<file path="src/hw/rtl/bumw_pkg.sv">
// ----------------------------------------------------------------------------
// bumw_pkg
// Shared types and constants of the banked unaligned word memory: request and
// response payloads, controller/datapath command and status, register codes.
// ----------------------------------------------------------------------------
package bumw_pkg;

    localparam int ADDR_W       = 16;
    localparam int WORD_W       = 32;
    localparam int WORD_BYTES   = 4;
    localparam int SIZE_W       = 15;
    localparam int COUNT_W      = 3;
    localparam int CFG_IDX_W    = 1;
    localparam int DIV_CNT_W    = $clog2(ADDR_W);
    localparam int BYTE_CNT_W   = $clog2(WORD_BYTES);

    // Default geometry, handed to the top-level parameters.
    localparam int DEF_MAX_CHIPS      = 4;
    localparam int DEF_MAX_CHIP_BYTES = 16384;

    // Register reset values.
    localparam logic [SIZE_W-1:0]  RST_CHIP_BYTES = SIZE_W'(16384);
    localparam logic [COUNT_W-1:0] RST_CHIP_COUNT = COUNT_W'(4);
    localparam int                 MIN_CHIP_BYTES = WORD_BYTES;

    // Register indexes.
    localparam logic [CFG_IDX_W-1:0] CFG_CHIP_BYTES = 1'b0;
    localparam logic [CFG_IDX_W-1:0] CFG_CHIP_COUNT = 1'b1;

    // Operation codes.
    localparam logic OP_READ  = 1'b0;
    localparam logic OP_WRITE = 1'b1;

    // Status codes.
    localparam logic [1:0] STATUS_DONE      = 2'd0;
    localparam logic [1:0] STATUS_BAD_CHIP  = 2'd1;
    localparam logic [1:0] STATUS_SPILL_OUT = 2'd2;

    typedef struct packed {
        logic              operation;
        logic [ADDR_W-1:0] address;
        logic [WORD_W-1:0] write_data;
    } t_in_req;

    typedef struct packed {
        logic [WORD_W-1:0] read_data;
        logic [1:0]        status;
    } t_out_rsp;

    typedef struct packed {
        logic load;      // capture request, seed divider
        logic div_step;  // one restoring divide step
        logic check;     // classify request, set byte pointer
        logic access;    // one byte of memory traffic
        logic publish;   // load response register
    } t_dp_cmd;

    typedef struct packed {
        logic fault;     // request ends without memory traffic
    } t_dp_sts;

endpackage

</file>
<file path="src/hw/rtl/bumw_ctrl.sv">
// ----------------------------------------------------------------------------
// bumw_ctrl
// Sequencer of the banked memory: divide, classify, byte accesses, response.
// ----------------------------------------------------------------------------
module bumw_ctrl
    import bumw_pkg::*;
(
    input  logic    i_clk,
    input  logic    i_rst_n,
    input  logic    i_in_valid,
    output logic    o_in_ready,
    output logic    o_out_valid,
    input  logic    i_out_ready,
    input  t_dp_sts i_sts,
    output t_dp_cmd o_cmd
);

    typedef enum logic [2:0] {
        S_IDLE,
        S_DIV,
        S_CHECK,
        S_ACCESS,
        S_TAIL,
        S_FINISH
    } t_state;

    t_state                r_state, n_state;
    logic [DIV_CNT_W-1:0]  r_div_cnt, n_div_cnt;
    logic [BYTE_CNT_W-1:0] r_byte_cnt, n_byte_cnt;
    logic                  r_out_valid, n_out_valid;
    logic                  out_free;

    assign out_free    = !r_out_valid || i_out_ready;
    assign o_in_ready  = (r_state == S_IDLE);
    assign o_out_valid = r_out_valid;

    always_comb begin
        n_state     = r_state;
        n_div_cnt   = r_div_cnt;
        n_byte_cnt  = r_byte_cnt;
        n_out_valid = r_out_valid;
        o_cmd       = '0;
        if (r_out_valid && i_out_ready) begin
            n_out_valid = 1'b0;
        end
        case (r_state)
            S_IDLE: begin
                if (i_in_valid) begin
                    o_cmd.load = 1'b1;
                    n_div_cnt  = '0;
                    n_state    = S_DIV;
                end
            end
            S_DIV: begin
                o_cmd.div_step = 1'b1;
                n_div_cnt      = r_div_cnt + 1'b1;
                if (r_div_cnt == DIV_CNT_W'(ADDR_W - 1)) begin
                    n_state = S_CHECK;
                end
            end
            S_CHECK: begin
                o_cmd.check = 1'b1;
                n_byte_cnt  = '0;
                n_state     = i_sts.fault ? S_FINISH : S_ACCESS;
            end
            S_ACCESS: begin
                o_cmd.access = 1'b1;
                n_byte_cnt   = r_byte_cnt + 1'b1;
                if (r_byte_cnt == BYTE_CNT_W'(WORD_BYTES - 1)) begin
                    n_state = S_TAIL;
                end
            end
            S_TAIL: begin
                n_state = S_FINISH;
            end
            S_FINISH: begin
                if (out_free) begin
                    o_cmd.publish = 1'b1;
                    n_out_valid   = 1'b1;
                    n_state       = S_IDLE;
                end
            end
            default: begin
                n_state = S_IDLE;
            end
        endcase
    end

    always_ff @(posedge i_clk) begin
        if (!i_rst_n) begin
            r_state     <= S_IDLE;
            r_div_cnt   <= '0;
            r_byte_cnt  <= '0;
            r_out_valid <= 1'b0;
        end else begin
            r_state     <= n_state;
            r_div_cnt   <= n_div_cnt;
            r_byte_cnt  <= n_byte_cnt;
            r_out_valid <= n_out_valid;
        end
    end

endmodule

</file>
<file path="config.mk">
export PLATFORM = sky130hd
export DESIGN_NAME = bumw_ctrl
export DESIGN_NICKNAME = d
export VERILOG_FILES = /design/src/hw/rtl/bumw_pkg.sv /design/src/hw/rtl/bumw_ctrl.sv
export SDC_FILE = /design/constraint.sdc
export NUM_CORES = 1
export LEC_CHECK = 0
export ABC_AREA = 1
export ABC_CLOCK_PERIOD_IN_PS = 1280
export CAP_MARGIN = 0
export CORE_AREA = 10 10 47 49
export CTS_CLUSTER_DIAMETER = 80
export DETAILED_ROUTE_END_ITERATION = 8
export DIE_AREA = 0 0 57 59
export DONT_BUFFER_PORTS = 1
export SYNTH_ARGS = -nofsm -noshare
export SYNTH_HDL_FRONTEND = slang
export SYNTH_SLANG_ARGS = --single-unit
</file>
<file path="constraint.sdc">
create_clock -name i_clk -period 1.28 [get_ports i_clk]
set_clock_uncertainty 0.2 [all_clocks]
set_input_delay 0.064 -clock i_clk [delete_from_list [all_inputs] [get_ports i_clk]]
set_output_delay 0.064 -clock i_clk [all_outputs]
set_load 0.01 [all_outputs]
</file>
==> results by group <==
Global route
  – Vias in the first global route: 584
  – First-pass GRT wire length: 2.57 mm
  – Largest net degree at the start of global routing: 7
  – Congestion Overflow GR: 0
  – Total GRT Usage: 0.0938
  – Initial antenna violation count: 0

Flow run
  – Max_cap viols: 0

Placement
  – Dpl ws: -0.103 ns
  – Routability cong.: 0.790
  – Dpl hpwl: 1.09 mm
  – Port Buf Inserts: 0

Logic synthesis
  – Yosys top cell area share: 0.352
  – Syn Nets: 90
  – Syn. warnings: 0
  – Area of the mapped netlist: 569 um^2
  – Synth area leader: dfxtp_1
  – Syn Inst Count: 83
  – Seq cells post-synth: 10
  – Leading post-synthesis cells by cell area: dfxtp_1 35%, nand2_1 13%, a21oi_1 7.0%
  – Sequential fraction of the synthesis area: 0.352
  – Netlist cell types: 17
  – Syn Area/Cell: 6.86 um^2

Cells and area
  – Ratio of cells with drive above 1 in the final layout: 0.522
  – # fillers: 125
  – # diodes: 0
  – Fin nets: 121
  – P&R area growth vs syn: 68.4%
  – Fin util: 0.684

Floorplan
  – Die H: 59 um
  – Full die area: 0.00336 mm^2
  – Top Ports: 12
  – Starting density of the core: 0.406
  – CORE AREA: 0.00140 mm^2
  – Row cnt: 14
  – Die X-Extent: 57 um

CTS
  – Root Driver: clkbuf_4
  – CTS tree: done
  – Clk buf depth: 2
  – TritonCTS Buffers: 3
  – CTS Hold Bufs: 3
  – CTS Sinks: 10
  – H-tree depth: 1
  – Worst skew pair latency: 0.27 ns
  – Clock slew at reported path FFs: 0.07 ns

Power and ir drop
  – Leakage power total: 0.426 nW
  – PwrDens: 2050 mW/mm^2
  – Peak supply drop: 1.08 mV

STA
  – Final worst slack: -0.154 ns
  – Final cycle utilization of the critical path: 1.12
  – Final Max Tran Viols: 0
  – Least-Margin Pin Slew: 0.259 ns
  – Worst-case headroom to the max-slew limit: 0.826
  – Final worst path period need: 1.43 ns
  – Finish-stage setup viols: 9
  – FMAX: 697 MHz
  – Unrepaired setup endpoints after global routing: true
  – Hold_ws: -0.159 ns
  – Final Hold Violating Endpoints: 2

Drt
  – 1st-iter DRT viols: 8
  – Final WL: 1.64 mm
  – DRC: 0
  – Via count: 632
  – First-pass iteration count of the detailed router: 4
  – Routed wire per std cell: 12.7 um
  – Post-DR vias/cell: 4.90
  – Final ANT Viol Nets: 0

Critical path
  – Worst-path maximum fanout: 6
  – Crit Path Class: flop to output pin
  – Startpoint Class: flop
  – Crit end category: output pin
  – Worst EP required: 1.02 ns
  – CP Data Arrival Time: 1.17 ns

Status
  – Status: finished, violations left
  – Failing checks: negative hold slack, negative setup slack

Worst hold path
  – Hold Crit Class: input port to flop
## cells by family after synthesis
| logic type | after synthesis | share of synthesized area |
|---|---|---|
| AND/OR/NAND/NOR | 45 | 0.398 |
| buffers and inverters | 13 | 0.0857 |
| AO/OA/AOI/OAI | 13 | 0.121 |
| adder cells (fa/ha/maj) | 2 | 0.0439 |
| flip-flops | 10 | 0.352 |
## path summary, 6_finish.rpt
path                      start  depth (start not counted)             to  slack (ns)
hold reg to reg   r_byte_cnt[1]                          2  r_byte_cnt[1]        0.28
setup reg to reg   r_div_cnt[1]                          9     r_state[1]       -0.09
hold / removal      i_out_ready                          3    o_out_valid       -0.16
setup / recovery     r_state[0]                          4       o_cmd[4]       -0.15
## power by group
part	total, mW	switching (mW)	internal, mW
logic	1.16	0.593	0.564
clock network	0.296	0.123	0.173
registers	0.510	0.116	0.395
total	1.96	0.832	1.13
## Yosys cell counts
library cell and count:
a21oi_1 8, a31oi_1 1, dfxtp_1 10, ha_1 2, inv_1 10, inv_2 3
nand2_1 19, nand2_2 1, nand2_4 1, nand3_1 6, nand3_2 2, nand4_1 1
nor2_1 9, nor2_2 4, nor2_4 2, o21ai_0 3, o31ai_1 1
## critical path: stages, from the launching register on
cell and delay [ns]:
dfxtp_4 0.39, nor2_4 0.16, nand2_4 0.10, nor2_4 0.14, buf_6 0.12
## routing by layer
metal  vias to the layer above  wire length, um  track usage
met5                         -                0            0
met4                         0               19       0.0403
met3                         3               64       0.0322
met2                         9              902        0.164
met1                       291              650       0.0998
li1                        329                -            -
## area by class of cell
cell class	instances	area, um^2	area share
tap	16	20.0	0.0209
multi-input combinational	60	408	0.426
clock buffer	4	36.3	0.0379
inverter	13	58.8	0.0614
sequential	10	214	0.223
timing repair buffer	26	221	0.231
## through the flow
stage / setup TNS, ns / hold WS (ns) / total power, mW / area, um^2 / instances
6_report: -0.709 / -0.159 / 1.96 / 958 / 129
3_5_place_dp: -0.351 / 0.00270 / 1.32 / 749 / 117
5_1_grt: -1.51 / -0.145 / 2.12 / 958 / 129
4_1_cts: -0.828 / -0.155 / 1.85 / 911 / 128
3_3_place_gp: -0.260 / -0.0122 / 1.30 / 749 / 117
2_1_floorplan: -0.0590 / -0.0156 / 0.956 / 594 / 83
## state kept, by name, summed over array words and instances, names as in the netlist
name / flops
r_div_cnt: 4
r_byte_cnt: 2
o_out_valid: 1
r_state: 3
## cells in the final DEF (no fill, tap or decap), types with 2 or more instances in the layout
cell           Yosys  final
inv_1             10      7
dfxtp_2            0      2
nor2_4             2      6
clkbuf_4           0      3
o21ai_0            3      3
nand3_1            6      5
inv_4              0      2
nand2_1           19     16
nor2_1             9      7
nand2_2            1      4
nand3_4            0      2
buf_6              0      5
nor2_2             4      2
dfxtp_1           10      5
dlygate4sd3_1      0      3
inv_2              3      3
buf_4              0     18
a21oi_1            8      4
dfxtp_4            0      3
a21oi_2            0      3
## what timing repair did
item                                    in CTS  in global routing
pin swaps                                    6                  6
setup buffers                                4                  1
gates cloned                                 0                  0
endpoints found under the hold margin       10                  2
endpoints found under the setup margin      13                 13
gates resized for setup                     21                 11
No activity file was read; power rests on OpenSTA's default activity.
